**src/design/spq_pkg.sv**
```systemverilog
`default_nettype none

package spq_pkg;

    typedef enum logic [1:0] {
        OP_INSERT = 2'd0,
        OP_POP    = 2'd1,
        OP_REMOVE = 2'd2,
        OP_UPDATE = 2'd3
    } op_t;

    typedef enum logic [1:0] {
        ST_OK        = 2'd0,
        ST_FULL      = 2'd1,
        ST_EMPTY     = 2'd2,
        ST_NOT_FOUND = 2'd3
    } status_t;

    typedef enum logic [1:0] {
        S_IDLE = 2'd0,
        S_DEL  = 2'd1,
        S_INS  = 2'd2,
        S_RES  = 2'd3
    } state_t;

    // Command broadcast to every cell for one step.
    typedef struct packed {
        logic del_en;   // delete first entry matching the key tag
        logic pop;      // delete the front entry
        logic ins_en;   // insert key tag/priority in sorted place
    } spq_cmd_t;

endpackage

`default_nettype wire

```
**src/design/spq_cell.sv**
```systemverilog
`default_nettype none

module spq_cell #(
    parameter int IDX           = 0,
    parameter int CNT_W         = 5,
    parameter int TAG_BITS      = 8,
    parameter int PRIORITY_BITS = 8
) (
    input  wire                      clk,
    input  wire spq_pkg::spq_cmd_t   cmd,
    input  wire [CNT_W-1:0]          count,
    input  wire [TAG_BITS-1:0]       key_tag,
    input  wire [PRIORITY_BITS-1:0]  key_prio,
    input  wire [TAG_BITS-1:0]       prev_tag,
    input  wire [PRIORITY_BITS-1:0]  prev_prio,
    input  wire                      prev_shift,
    input  wire [TAG_BITS-1:0]       next_tag,
    input  wire [PRIORITY_BITS-1:0]  next_prio,
    input  wire                      hit_in,
    output logic [TAG_BITS-1:0]      tag,
    output logic [PRIORITY_BITS-1:0] prio,
    output logic                     shift_out,
    output logic                     hit_out
);
    import spq_pkg::*;

    logic [TAG_BITS-1:0]      tag_reg, tag_next;
    logic [PRIORITY_BITS-1:0] prio_reg, prio_next;
    logic                     occ;

    assign occ       = count > CNT_W'(IDX);
    // first tag match at or before this cell
    assign hit_out   = hit_in | (occ && (tag_reg == key_tag));
    // new entry lands here or earlier: this cell moves back (or is free)
    assign shift_out = !occ || (prio_reg > key_prio);

    assign tag  = tag_reg;
    assign prio = prio_reg;

    always_comb
    begin
        tag_next  = tag_reg;
        prio_next = prio_reg;
        if (cmd.pop || (cmd.del_en && hit_out))
        begin
            tag_next  = next_tag;
            prio_next = next_prio;
        end
        else if (cmd.ins_en && shift_out)
        begin
            if (prev_shift)
            begin
                tag_next  = prev_tag;
                prio_next = prev_prio;
            end
            else
            begin
                tag_next  = key_tag;
                prio_next = key_prio;
            end
        end
    end

    always_ff @(posedge clk)
    begin
        tag_reg  <= tag_next;
        prio_reg <= prio_next;
    end

endmodule

`default_nettype wire

```
**src/design/stable_priority_queue.sv**
```systemverilog
`default_nettype none

// Stable priority queue of process tags, lowest priority value at the front,
// equal priorities kept in arrival order.
// Input stream (s_axis_*): one command per transfer: op, proc_tag,
// new_priority. Output stream (m_axis_*): one result per command: status,
// front tag/priority (the popped entry on a good pop), empty flag, occupancy.
// Each command runs through three internal steps on a row of cells that
// each hold one entry and trade data with their neighbors: a delete step
// (pop or first tag match, entries behind shift forward), an insert step
// (entries behind the insertion point shift back), and a result step that
// loads the output register. A new command is accepted only once the
// sequencer is back in idle, after the result step has loaded the output
// register. The tag search is a first-match chain through the cells.
// Reset empties the queue (count to zero), idles the sequencer and drops
// m_axis_tvalid; entry contents are not cleared. When the receiver stalls,
// the finished result waits in the output register; the next command is
// still accepted and worked through, then held in the result step until the
// output register frees up.
module stable_priority_queue #(
    parameter int QUEUE_DEPTH   = 16,
    parameter int TAG_BITS      = 8,
    parameter int PRIORITY_BITS = 8,
    localparam int CNT_W  = $clog2(QUEUE_DEPTH + 1),
    localparam int IN_W   = ((2 + TAG_BITS + PRIORITY_BITS + 7) / 8) * 8,
    localparam int OUT_W  = ((2 + TAG_BITS + PRIORITY_BITS + 1 + CNT_W + 7) / 8) * 8
) (
    input  wire              clk,
    input  wire              rst_n,
    input  wire              s_axis_tvalid,
    output logic             s_axis_tready,
    // op, proc_tag, new_priority (from bit 0 up), zero padded
    input  wire [IN_W-1:0]   s_axis_tdata,
    output logic             m_axis_tvalid,
    input  wire              m_axis_tready,
    // status, front_tag, front_priority, queue_empty, occupancy (from bit 0 up)
    output logic [OUT_W-1:0] m_axis_tdata
);
    import spq_pkg::*;

    state_t                   state_reg, state_next;
    op_t                      op_reg, op_next;
    logic [TAG_BITS-1:0]      key_tag_reg, key_tag_next;
    logic [PRIORITY_BITS-1:0] key_prio_reg, key_prio_next;
    logic [CNT_W-1:0]         count_reg, count_next;
    logic                     found_reg, found_next;
    status_t                  status_reg, status_next;
    logic [TAG_BITS-1:0]      pop_tag_reg, pop_tag_next;
    logic [PRIORITY_BITS-1:0] pop_prio_reg, pop_prio_next;

    logic                     out_valid_reg, out_valid_next;
    status_t                  out_status_reg, out_status_next;
    logic [TAG_BITS-1:0]      out_tag_reg, out_tag_next;
    logic [PRIORITY_BITS-1:0] out_prio_reg, out_prio_next;
    logic                     out_empty_reg, out_empty_next;
    logic [CNT_W-1:0]         out_occ_reg, out_occ_next;

    spq_cmd_t                 cmd;
    logic                     in_xfer, out_free, full, found;

    logic [TAG_BITS-1:0]      cell_tag   [QUEUE_DEPTH];
    logic [PRIORITY_BITS-1:0] cell_prio  [QUEUE_DEPTH];
    logic                     cell_shift [QUEUE_DEPTH];
    logic                     cell_hit   [QUEUE_DEPTH];

    assign in_xfer  = s_axis_tvalid && s_axis_tready;
    assign out_free = !out_valid_reg || m_axis_tready;
    assign full     = count_reg == CNT_W'(QUEUE_DEPTH);
    assign found    = cmd.pop || (cmd.del_en && cell_hit[QUEUE_DEPTH-1]);

    // ---------------- cell row ----------------
    for (genvar i = 0; i < QUEUE_DEPTH; i++)
    begin : g_cell
        logic [TAG_BITS-1:0]      p_tag, n_tag;
        logic [PRIORITY_BITS-1:0] p_prio, n_prio;
        logic                     p_shift, h_in;

        if (i == 0)
        begin : g_first
            assign p_tag   = '0;
            assign p_prio  = '0;
            assign p_shift = 1'b0;
            assign h_in    = 1'b0;
        end
        else
        begin : g_rest
            assign p_tag   = cell_tag[i-1];
            assign p_prio  = cell_prio[i-1];
            assign p_shift = cell_shift[i-1];
            assign h_in    = cell_hit[i-1];
        end

        if (i == QUEUE_DEPTH - 1)
        begin : g_last
            assign n_tag  = '0;
            assign n_prio = '0;
        end
        else
        begin : g_mid
            assign n_tag  = cell_tag[i+1];
            assign n_prio = cell_prio[i+1];
        end

        spq_cell #(
            .IDX           (i),
            .CNT_W         (CNT_W),
            .TAG_BITS      (TAG_BITS),
            .PRIORITY_BITS (PRIORITY_BITS)
        ) u_cell (
            .clk        (clk),
            .cmd        (cmd),
            .count      (count_reg),
            .key_tag    (key_tag_reg),
            .key_prio   (key_prio_reg),
            .prev_tag   (p_tag),
            .prev_prio  (p_prio),
            .prev_shift (p_shift),
            .next_tag   (n_tag),
            .next_prio  (n_prio),
            .hit_in     (h_in),
            .tag        (cell_tag[i]),
            .prio       (cell_prio[i]),
            .shift_out  (cell_shift[i]),
            .hit_out    (cell_hit[i])
        );
    end

    // ---------------- sequencer: next state ----------------
    always_comb
    begin
        state_next = state_reg;
        case (state_reg)
            S_IDLE:  if (s_axis_tvalid) state_next = S_DEL;
            S_DEL:   state_next = S_INS;
            S_INS:   state_next = S_RES;
            S_RES:   if (out_free) state_next = S_IDLE;
            default: state_next = S_IDLE;
        endcase
    end

    // ---------------- sequencer: outputs ----------------
    always_comb
    begin
        s_axis_tready = 1'b0;
        cmd           = '0;
        case (state_reg)
            S_IDLE:
            begin
                s_axis_tready = 1'b1;
            end
            S_DEL:
            begin
                cmd.pop    = (op_reg == OP_POP) && (count_reg != '0);
                cmd.del_en = (op_reg == OP_REMOVE) || (op_reg == OP_UPDATE);
            end
            S_INS:
            begin
                cmd.ins_en = ((op_reg == OP_INSERT) || (op_reg == OP_UPDATE)) && !full;
            end
            S_RES:   ;
            default: ;
        endcase
    end

    // ---------------- datapath next values ----------------
    always_comb
    begin
        op_next       = op_reg;
        key_tag_next  = key_tag_reg;
        key_prio_next = key_prio_reg;
        count_next    = count_reg;
        found_next    = found_reg;
        status_next   = status_reg;
        pop_tag_next  = pop_tag_reg;
        pop_prio_next = pop_prio_reg;

        if (in_xfer)
        begin
            op_next       = op_t'(s_axis_tdata[1:0]);
            key_tag_next  = s_axis_tdata[2 +: TAG_BITS];
            key_prio_next = s_axis_tdata[2 + TAG_BITS +: PRIORITY_BITS];
        end

        if (state_reg == S_DEL)
        begin
            found_next    = found;
            pop_tag_next  = cell_tag[0];
            pop_prio_next = cell_prio[0];
            if (found)
                count_next = count_reg - CNT_W'(1);
        end

        if (state_reg == S_INS)
        begin
            if (cmd.ins_en)
                count_next = count_reg + CNT_W'(1);
            case (op_reg)
                OP_INSERT: status_next = full ? ST_FULL : ST_OK;
                OP_POP:    status_next = found_reg ? ST_OK : ST_EMPTY;
                OP_REMOVE: status_next = found_reg ? ST_OK : ST_NOT_FOUND;
                OP_UPDATE: status_next = full ? ST_FULL : ST_OK;
                default:   status_next = ST_OK;
            endcase
        end
    end

    // ---------------- output register ----------------
    always_comb
    begin
        out_valid_next  = out_valid_reg;
        out_status_next = out_status_reg;
        out_tag_next    = out_tag_reg;
        out_prio_next   = out_prio_reg;
        out_empty_next  = out_empty_reg;
        out_occ_next    = out_occ_reg;

        if (m_axis_tvalid && m_axis_tready)
            out_valid_next = 1'b0;

        if ((state_reg == S_RES) && out_free)
        begin
            out_valid_next  = 1'b1;
            out_status_next = status_reg;
            out_empty_next  = count_reg == '0;
            out_occ_next    = count_reg;
            if ((op_reg == OP_POP) && found_reg)
            begin
                out_tag_next  = pop_tag_reg;
                out_prio_next = pop_prio_reg;
            end
            else if (count_reg != '0)
            begin
                out_tag_next  = cell_tag[0];
                out_prio_next = cell_prio[0];
            end
            else
            begin
                out_tag_next  = '0;
                out_prio_next = '0;
            end
        end
    end

    assign m_axis_tvalid = out_valid_reg;
    assign m_axis_tdata  = OUT_W'({out_occ_reg, out_empty_reg, out_prio_reg,
                                   out_tag_reg, out_status_reg});

    // ---------------- registers ----------------
    always_ff @(posedge clk or negedge rst_n)
    begin
        if (!rst_n)
        begin
            state_reg     <= S_IDLE;
            count_reg     <= '0;
            out_valid_reg <= 1'b0;
        end
        else
        begin
            state_reg     <= state_next;
            count_reg     <= count_next;
            out_valid_reg <= out_valid_next;
        end
    end

    always_ff @(posedge clk)
    begin
        op_reg         <= op_next;
        key_tag_reg    <= key_tag_next;
        key_prio_reg   <= key_prio_next;
        found_reg      <= found_next;
        status_reg     <= status_next;
        pop_tag_reg    <= pop_tag_next;
        pop_prio_reg   <= pop_prio_next;
        out_status_reg <= out_status_next;
        out_tag_reg    <= out_tag_next;
        out_prio_reg   <= out_prio_next;
        out_empty_reg  <= out_empty_next;
        out_occ_reg    <= out_occ_next;
    end

    // ---------------- assertions ----------------
    a_count_bound: assert property (@(posedge clk) disable iff (!rst_n)
        count_reg <= CNT_W'(QUEUE_DEPTH))
        else $error("entry count above queue depth");

    a_accept_starts: assert property (@(posedge clk) disable iff (!rst_n)
        in_xfer |=> (state_reg == S_DEL))
        else $error("accepted command did not start the delete step");

    a_insert_grows: assert property (@(posedge clk) disable iff (!rst_n)
        cmd.ins_en |=> (count_reg == $past(count_reg) + CNT_W'(1)))
        else $error("insert step did not grow the count");

    a_empty_flag: assert property (@(posedge clk) disable iff (!rst_n)
        m_axis_tvalid |-> (out_empty_reg == (out_occ_reg == '0)))
        else $error("empty flag disagrees with occupancy");

endmodule

`default_nettype wire

```
**config.mk**
```make
export PLATFORM = sky130hd
export DESIGN_NAME = stable_priority_queue
export DESIGN_NICKNAME = d
export VERILOG_FILES = /design/src/design/spq_pkg.sv /design/src/design/spq_cell.sv /design/src/design/stable_priority_queue.sv
export SDC_FILE = /design/constraint.sdc
export NUM_CORES = 1
export LEC_CHECK = 0
export BUFFER_PORTS_ARGS = -buffer_cell sky130_fd_sc_hd__buf_2
export CORE_MARGIN = 4
export CORE_UTILIZATION = 58
export DETAILED_ROUTE_END_ITERATION = 6
export HOLD_SLACK_MARGIN = 0.06
export MAX_ROUTING_LAYER = met4
export PLACE_DENSITY_LB_ADDON = 0.1
export SLEW_MARGIN = 0
export SYNTH_ARGS = -nofsm -noshare
export SYNTH_HDL_FRONTEND = slang
export SYNTH_SLANG_ARGS = --single-unit
```
**constraint.sdc**
```tcl
create_clock -name clk -period 5 [get_ports clk]
set_input_delay 1 -clock clk [delete_from_list [all_inputs] [get_ports clk]]
set_output_delay 1 -clock clk [all_outputs]
set_load 0.02 [all_outputs]
```
# Word level (Yosys, flattened, before mapping)
# Index checks and enable logic that the tools add are counted.
# Widths: inputs -> output; s select.
dict set report word_totals {
  elab_cells 360
  output_inout_bits 26
  input_bits 28
  ff_bits 325
}
dict set report classes {
  n_addsub 2
  n_eq_ne 25
  n_lt_le_gt_ge 32
  n_mux 110
  n_reduce_logical 129
  bitwise 15
}
# operator count
set ops {}
lappend ops {{$mux 8} 94}
lappend ops {{$eq 8x8->1} 16}
lappend ops {{$gt 8x8->1} 16}
lappend ops {{$logic_and 1x1->1} 54}
lappend ops {{$gt 5x4->1 const B} 8}
lappend ops {{$logic_or 1x1->1} 35}
lappend ops {{$reduce_bool 2->1} 16}
lappend ops {{$gt 5x3->1 const B} 4}
lappend ops {{$mux 5} 4}
lappend ops {{$logic_not 1->1} 18}
lappend ops {{$or 1x1->1} 15}
lappend ops {{$gt 5x1->1 const B} 2}
lappend ops {{$gt 5x2->1 const B} 2}
lappend ops {{$mux 2} 5}
lappend ops {{$eq 2x2->1 const B} 4}
lappend ops {{$pmux 2 s4} 1}
lappend ops {{$pmux 2 s3} 1}
lappend ops {{$add 5x1->5 const B} 1}
lappend ops {{$eq 5x5->1 const B} 1}
lappend ops {{$logic_not 5->1} 1}
lappend ops {{$mux 1} 5}
lappend ops {{$reduce_bool 5->1} 1}
lappend ops {{$sub 5x1->5 const B} 1}
lappend ops {{$eq 2x1->1 const B} 2}
lappend ops {{4 further kinds} 6}

# Longest topological paths before layout
dict set report logic_depth {
  word_depth 23
  mapped_depth 14
  ltp_nobuf 10
}

# Hierarchy
# From an unflattened synthesis, not the netlist that was laid out.
dict set report unflattened {
  cells_unflattened 1931
  hier_area_um2 22899.5
}
# mod n_inst cells_per_inst area_each_um2 seq_area_each_um2
set by_module_without_submodules {}
lappend by_module_without_submodules {stable_priority_queue 1 187 2711.4 2031.9}
lappend by_module_without_submodules {{spq_cell at g_cell[10].u_cell ...} 2 106 1252.5 480.5}
lappend by_module_without_submodules {{spq_cell at g_cell[4].u_cell ...} 2 108 1252.5 480.5}
lappend by_module_without_submodules {{spq_cell at g_cell[7].u_cell} 1 142 1445.1 480.5}
lappend by_module_without_submodules {{spq_cell at g_cell[8].u_cell} 1 107 1286.2 480.5}
lappend by_module_without_submodules {{spq_cell at g_cell[14].u_cell} 1 108 1273.7 480.5}
lappend by_module_without_submodules {{spq_cell at g_cell[12].u_cell} 1 106 1267.5 480.5}
lappend by_module_without_submodules {{spq_cell at g_cell[0].u_cell} 1 108 1256.2 480.5}
lappend by_module_without_submodules {{spq_cell at g_cell[11].u_cell} 1 107 1252.5 480.5}
lappend by_module_without_submodules {{spq_cell at g_cell[2].u_cell} 1 106 1248.7 480.5}
lappend by_module_without_submodules {{spq_cell at g_cell[1].u_cell} 1 104 1247.4 480.5}
lappend by_module_without_submodules {{spq_cell at g_cell[13].u_cell} 1 106 1246.2 480.5}
lappend by_module_without_submodules {{spq_cell at g_cell[5].u_cell} 1 104 1238.7 480.5}
lappend by_module_without_submodules {{spq_cell at g_cell[9].u_cell} 1 102 1236.2 480.5}
lappend by_module_without_submodules {{spq_cell at g_cell[15].u_cell} 1 116 1179.9 480.5}

# Worst setup path before layout
# Ideal clock, no wire load.
dict set report synth_timing {
  path_kind {register to register}
  from {register state_reg[1]}
  to {register g_cell[12].u_cell.prio_reg[0], enable pin}
  t_arrival_ns 3.506
  path_stages_with_launch 15
  period_less_slack_ns 3.918
  required_time_ns 4.589
  setup_slack_ns 1.082
  path_cell_list {dfrtp_1 -> inv_1 -> ha_1 -> o21ai_1 -> buf_2 -> nor3_1 -> nand4b_2 -> nand4_1 -> nor2_1 -> and2_1 -> clkbuf_1 -> nor2b_1 -> buf_6 -> buf_6 -> o21ai_0}
}
dict set report synth_between {
  elab_chain_len 5
  word_cells_on_any_way 8
  classes_between {2 x eq/ne; 2 x mux; 4 x reduce/logical}
}
# item line
set synth_rtl {}
lappend synth_rtl {{start, declared} stable_priority_queue.sv:41} ;# state_t state_reg, state_next;
lappend synth_rtl {{start signal, assigned} stable_priority_queue.sv:259} ;# state_reg <= state_next;
lappend synth_rtl {{$eq 2x1->1} stable_priority_queue.sv:146} ;# case (state_reg)
lappend synth_rtl {{$mux 2} stable_priority_queue.sv:146}
lappend synth_rtl {{$logic_and 1x1->1} spq_cell.sv:44} ;# if (cmd.pop || (cmd.del_en && hit_out))
lappend synth_rtl {{$logic_or 1x1->1} spq_cell.sv:44}
lappend synth_rtl {{$reduce_bool 2->1 (no line) (*)} n/a}
lappend synth_rtl {{end signal, assigned} spq_cell.sv:67} ;# prio_reg <= prio_next;
lappend synth_rtl {{end, declared} spq_cell.sv:28} ;# logic [PRIORITY_BITS-1:0] prio_reg, prio_next;
# Mark *: on every way between the ends. The rest lies on a longest branch, timed or not.
# A chain may end at the register's enable or synchronous reset.

# Final worst setup path
dict set report layout_timing {
  from {register op_reg[0]}
  to {register g_cell[7].u_cell.prio_reg[2], enable pin}
}
dict set report layout_between {
  elab_chain_len 6
  word_cells_on_any_way 14
  classes_between {3 x eq/ne; 2 x mux; 9 x reduce/logical}
}
# item line
set layout_rtl {}
lappend layout_rtl {{start, declared} stable_priority_queue.sv:42} ;# op_t op_reg, op_next;
lappend layout_rtl {{start signal, assigned} stable_priority_queue.sv:267} ;# op_reg <= op_next;
lappend layout_rtl {{$eq 2x2->1 (tied with other cells)} {stable_priority_queue.sv:154, stable_priority_queue.sv:158}}
lappend layout_rtl {{$logic_or 1x1->1 (on tied branches)} {stable_priority_queue.sv:158, stable_priority_queue.sv:154}}
lappend layout_rtl {{$logic_and 1x1->1 or $mux 2 (tied branches)} {stable_priority_queue.sv:158, stable_priority_queue.sv:146}}
lappend layout_rtl {{$mux 1 or $logic_and 1x1->1 (tied branches)} {stable_priority_queue.sv:146, spq_cell.sv:44}}
lappend layout_rtl {{$logic_and 1x1->1 or $logic_or 1x1->1 (tied branches)} {spq_cell.sv:49, spq_cell.sv:44}}
lappend layout_rtl {{$reduce_bool 2->1 (no line) (*)} n/a}
lappend layout_rtl {{end signal, assigned} spq_cell.sv:67}
lappend layout_rtl {{end, declared} spq_cell.sv:28}
# Marks and branches as above.

==> metrics list <==
- The run finished with clean final reports.
- Slew headroom: 23.0%
- In the routed layout, each cell is associated on average with a via count of 6.24.
- Combinational logic is responsible for 45.1% of the overall power.
- For this design the static power due to leakage is 0.00914 uW.
- The setup path with the least slack is of type reg2reg.
- Count of flip-flops with a built-in enable after synthesis: about 300
- 0 antenna diodes ended up in the layout.
* Crit path capture type: flip-flop
* Number of global-route vias before repair: 15,300
- Slew Viols, Final: 0
- Net load switching power: 5740 uW
- Gates resized during post-CTS repair numbered 0.
- The Yosys step of the flow raised 0 warnings.
* Sequential share of power: 37.5%
* Post-detailed-placement half-perimeter wirelength: 40,000 um
- For the worst setup path, the data arrival time is roughly 4400 ps.
* Post-placement cell area: 21,400 um2
- Global-route usage over all layers: 29.9%
- Total Negative Setup Slacks: 0 ps
- Across the routed clock network, the largest skew measured is 26.1 ps.
* Proportion of total power due to net switching: 39.5%
* Total power consumption of the routed design: 14,500 uW
- Main area contributors after synthesis: sky130_fd_sc_hd__edfxtp_1, sky130_fd_sc_hd__mux2i_1, sky130_fd_sc_hd__ha_1
* Ratio of cells with drive above 1 in the final layout: 15.2%
* Terminus of the critical flop-to-flop path: g_cell[7].u_cell.prio[2]
- In the routed design, unresolved DRC markers number 0.
* CTS sink cnt: 325
* Share of synthesized flip-flops with an asynchronous set or reset: 2.46%
* Pin count of the biggest net entering global routing: 36
* Netlist area before placement: 20,400 um2
* Rows: 68
- Worst setup slack for register-to-register paths: 900 ps
- Worst-skew pair later-pin latency: 550 ps
- The worst register-to-register path begins at op_reg[0].
- Power spread over the standard cell area amounts to 646 nW/um2.
- Once detail routing completed, the nets flagged for antenna violations numbered 0.
* Number of register bits inferred by synthesis: 325
* Post-CTS Hold Fix Bufs: 0
- Clock tree synthesis selected as its root buffer the cell sky130_fd_sc_hd__clkbuf_16.
- Cell count after synthesis: about 1,900
* Die area: 38,200 um2
- Die Y-Extent: 195 um
* Area Overhead vs Synth: 10.5%
- Crit-path max FO: 34
- Summing all multi-input logic gate instances after layout gives 10,100 um2.
* Length in cells of the worst reg-to-reg path: 11
- Critical Path RT: 5280 ps
- Following the worst setup path forward leads to its endpoint at g_cell[7].u_cell.prio[2].
- After synthesis, the largest area contributor takes up 44.4% of total cell area.
- Layout fillers: 2,729
- 54 I/O pins were placed.
- Cell internal power was estimated by the tool at 8800 uW.
- Design Area, Final: between 20,000 and 25,000 um2
- Once the clock tree was built, the setup fixing pass inserted 0 buffers.
- After layout, the worst path uses 82.1% of the clock period.
* Clock Tree Buf Depth: 3
- sky130_fd_sc_hd__edfxtp_1 takes more of the synthesized area than any other cell.
- Final global-route overflow total: 0
* Post-Synthesis Net Count: 2,036
- Setup violations remaining at the end of the flow were counted as 0.
* NumNets Final: 2,090
* HP Class: in2async
- Sequential fraction of the synthesis area: 46.9%
- Overall routed net length: ~56,000 um
- DR WL/cell: 23.4 um
- The sequential cells in the finished layout cover a total of about 9600 um2.
- Placer's final routability congestion estimate: 0.890
- After clock tree synthesis, the clock-pin slew on the worst setup and hold paths is 60 ps.
- The number of failing hold endpoints at the final stage came to 0.
* Most frequent cells in the layout: sky130_fd_sc_hd__edfxtp_1, sky130_fd_sc_hd__mux2i_1, sky130_fd_sc_hd__o21ai_0, sky130_fd_sc_hd__nand2_1, sky130_fd_sc_hd__a21oi_1
* Max Fclk: 244 MHz
- Leaving out fill and tap cells, the most frequent cell in the layout is sky130_fd_sc_hd__edfxtp_1.
* Most instantiated flip-flop cell in the synthesis netlist: sky130_fd_sc_hd__edfxtp_1
- The detailed router finished its first iteration with about 1,100 violations.
- Hold timing on the final database bottoms out at a slack of between 300 and 400 ps.
- The first global-routing pass estimated between 80,000 and 90,000 um of wire.
- The worst setup path is launched from a flip-flop.
- Peak supply drop: 0.349 mV
* Number of optimization iterations in the first detailed-route pass: 5
* Number of maximum-capacitance constraint violations: 0
* Post-synthesis area per instance: about 11 um2
- Measured along the x axis, the die boundary spans 195 um.
* Initial cell density of the core: 58.8%
- Relative contribution of the clock network to total power: around 17%
* Via count of the routed design: between 10,000 and 15,000
* Worst-Margin Slew: 1160 ps
- TritonCTS built the clock tree.
* Crit. Startpoint: op_reg[0]
* Input/output buffers: 47
* Post-synth cell types: 67
- CTS buffer count: 37
- # H-tree levels: 2
* Number of antenna violations at the first check in global routing: 1
- Core ar.: 34,600 um2
* RSZ-0062 raised after global routing: no
- Subtracting the final worst setup slack from the clock period gives 4100 ps.
## area by class of cell
| type | instances | share of cell area, % |
|---|---|---|
| well taps | 455 | 2.53 |
| multi-input cells | 1370 | 45.1 |
| inverters | 43 | 0.717 |
| clock buffers | 44 | 4.36 |
| repair buffers | 143 | 4.25 |
| clock inverters | 23 | 0.595 |
| flip-flops and latches | 325 | 42.5 |
## critical path: stages (launching register included)
cell and delay, ps:
sky130_fd_sc_hd__edfxtp_1 400, sky130_fd_sc_hd__inv_1 60, sky130_fd_sc_hd__ha_1 230, sky130_fd_sc_hd__o21ai_2 640, sky130_fd_sc_hd__nor3_1 160, sky130_fd_sc_hd__a32oi_1 410
sky130_fd_sc_hd__o22ai_2 190, sky130_fd_sc_hd__nor4_4 520, sky130_fd_sc_hd__buf_4 440, sky130_fd_sc_hd__nand2_1 300, sky130_fd_sc_hd__o21bai_1 250, sky130_fd_sc_hd__buf_4 240
## worst min path at each step
stage,start,to,slack (ps),cells after the start
2_1_floorplan,status_reg[0],out_status_reg[0],400,0
3_3_place_gp,status_reg[1],out_status_reg[1],400,0
3_5_place_dp,status_reg[0],out_status_reg[0],410,0
4_1_cts,rst_n,count_reg[1],290,1
5_1_grt,rst_n,count_reg[1],300,1
6_report,rst_n,count_reg[1],310,1
## metrics by stage
stage               setup WS, ps  util [%]  cells
floorplan                   1080         -   1866
global placement            1070      61.8   2336
detailed placement           955      61.8   2336
CTS                          919      65.0   2403
global route                 690      65.0   2403
finish                       897      65.0   2403
## metal layers
metal	up-vias	track usage (%)	part of all wire, %
met3	152	4.00	7.1
met4	0	11.2	3.9
met1	7256	38.1	40
met2	606	49.2	49
met5	-	-	0
li1	6975	-	-
## power by group through the flow
stage | logic [uW] | clock network, uW | registers [uW]
floorplan | 4810 | 0 | 5150
global placement | 6270 | 0 | 5480
detailed placement | 6490 | 0 | 5480
CTS | 6530 | 2560 | 5440
global route | 7220 | 2680 | 5540
finish | 6570 | 2530 | 5450
## logic make-up (layout without fill, tap and decap cells)
kind of cell / count (synthesis) / count (layout) / synth area share [%]
simple gates: 405 / 405 / 9.19
compound gates: 411 / 411 / 11.4
flops: 325 / 325 / 46.9
xor+xnor: 131 / 131 / 5.64
buf+inv: 171 / 253 / 3.62
fa+ha+maj: 142 / 142 / 8.73
mux: 281 / 281 / 14.5
## cell usage after synthesis, types with 4 or more instances
master,n
sky130_fd_sc_hd__nand2b_1,8
sky130_fd_sc_hd__nand3b_1,11
sky130_fd_sc_hd__nor3_1,9
sky130_fd_sc_hd__and2_1,4
sky130_fd_sc_hd__a21oi_1,150
sky130_fd_sc_hd__a32oi_1,9
sky130_fd_sc_hd__mux2_4,8
sky130_fd_sc_hd__nand4_1,24
sky130_fd_sc_hd__buf_2,25
sky130_fd_sc_hd__o21ai_0,166
sky130_fd_sc_hd__mux2_1,8
sky130_fd_sc_hd__o21a_1,10
sky130_fd_sc_hd__o22ai_1,10
sky130_fd_sc_hd__ha_1,142
sky130_fd_sc_hd__xor2_1,102
sky130_fd_sc_hd__a31oi_1,10
sky130_fd_sc_hd__o21bai_1,7
sky130_fd_sc_hd__xnor2_1,29
sky130_fd_sc_hd__and3_1,7
sky130_fd_sc_hd__mux2_2,67
sky130_fd_sc_hd__buf_1,9
sky130_fd_sc_hd__mux2i_1,198
sky130_fd_sc_hd__a21boi_0,6
sky130_fd_sc_hd__nor2_1,121
sky130_fd_sc_hd__inv_1,42
sky130_fd_sc_hd__nor2b_1,10
sky130_fd_sc_hd__nor4_1,17
sky130_fd_sc_hd__nand3_1,24
sky130_fd_sc_hd__dfxtp_1,16
sky130_fd_sc_hd__a21o_1,19
sky130_fd_sc_hd__a22oi_1,4
sky130_fd_sc_hd__nand2_1,152
sky130_fd_sc_hd__buf_6,7
sky130_fd_sc_hd__clkbuf_1,84
sky130_fd_sc_hd__dfrtp_1,8
sky130_fd_sc_hd__edfxtp_1,301
(Power assumes the default switching activity.)
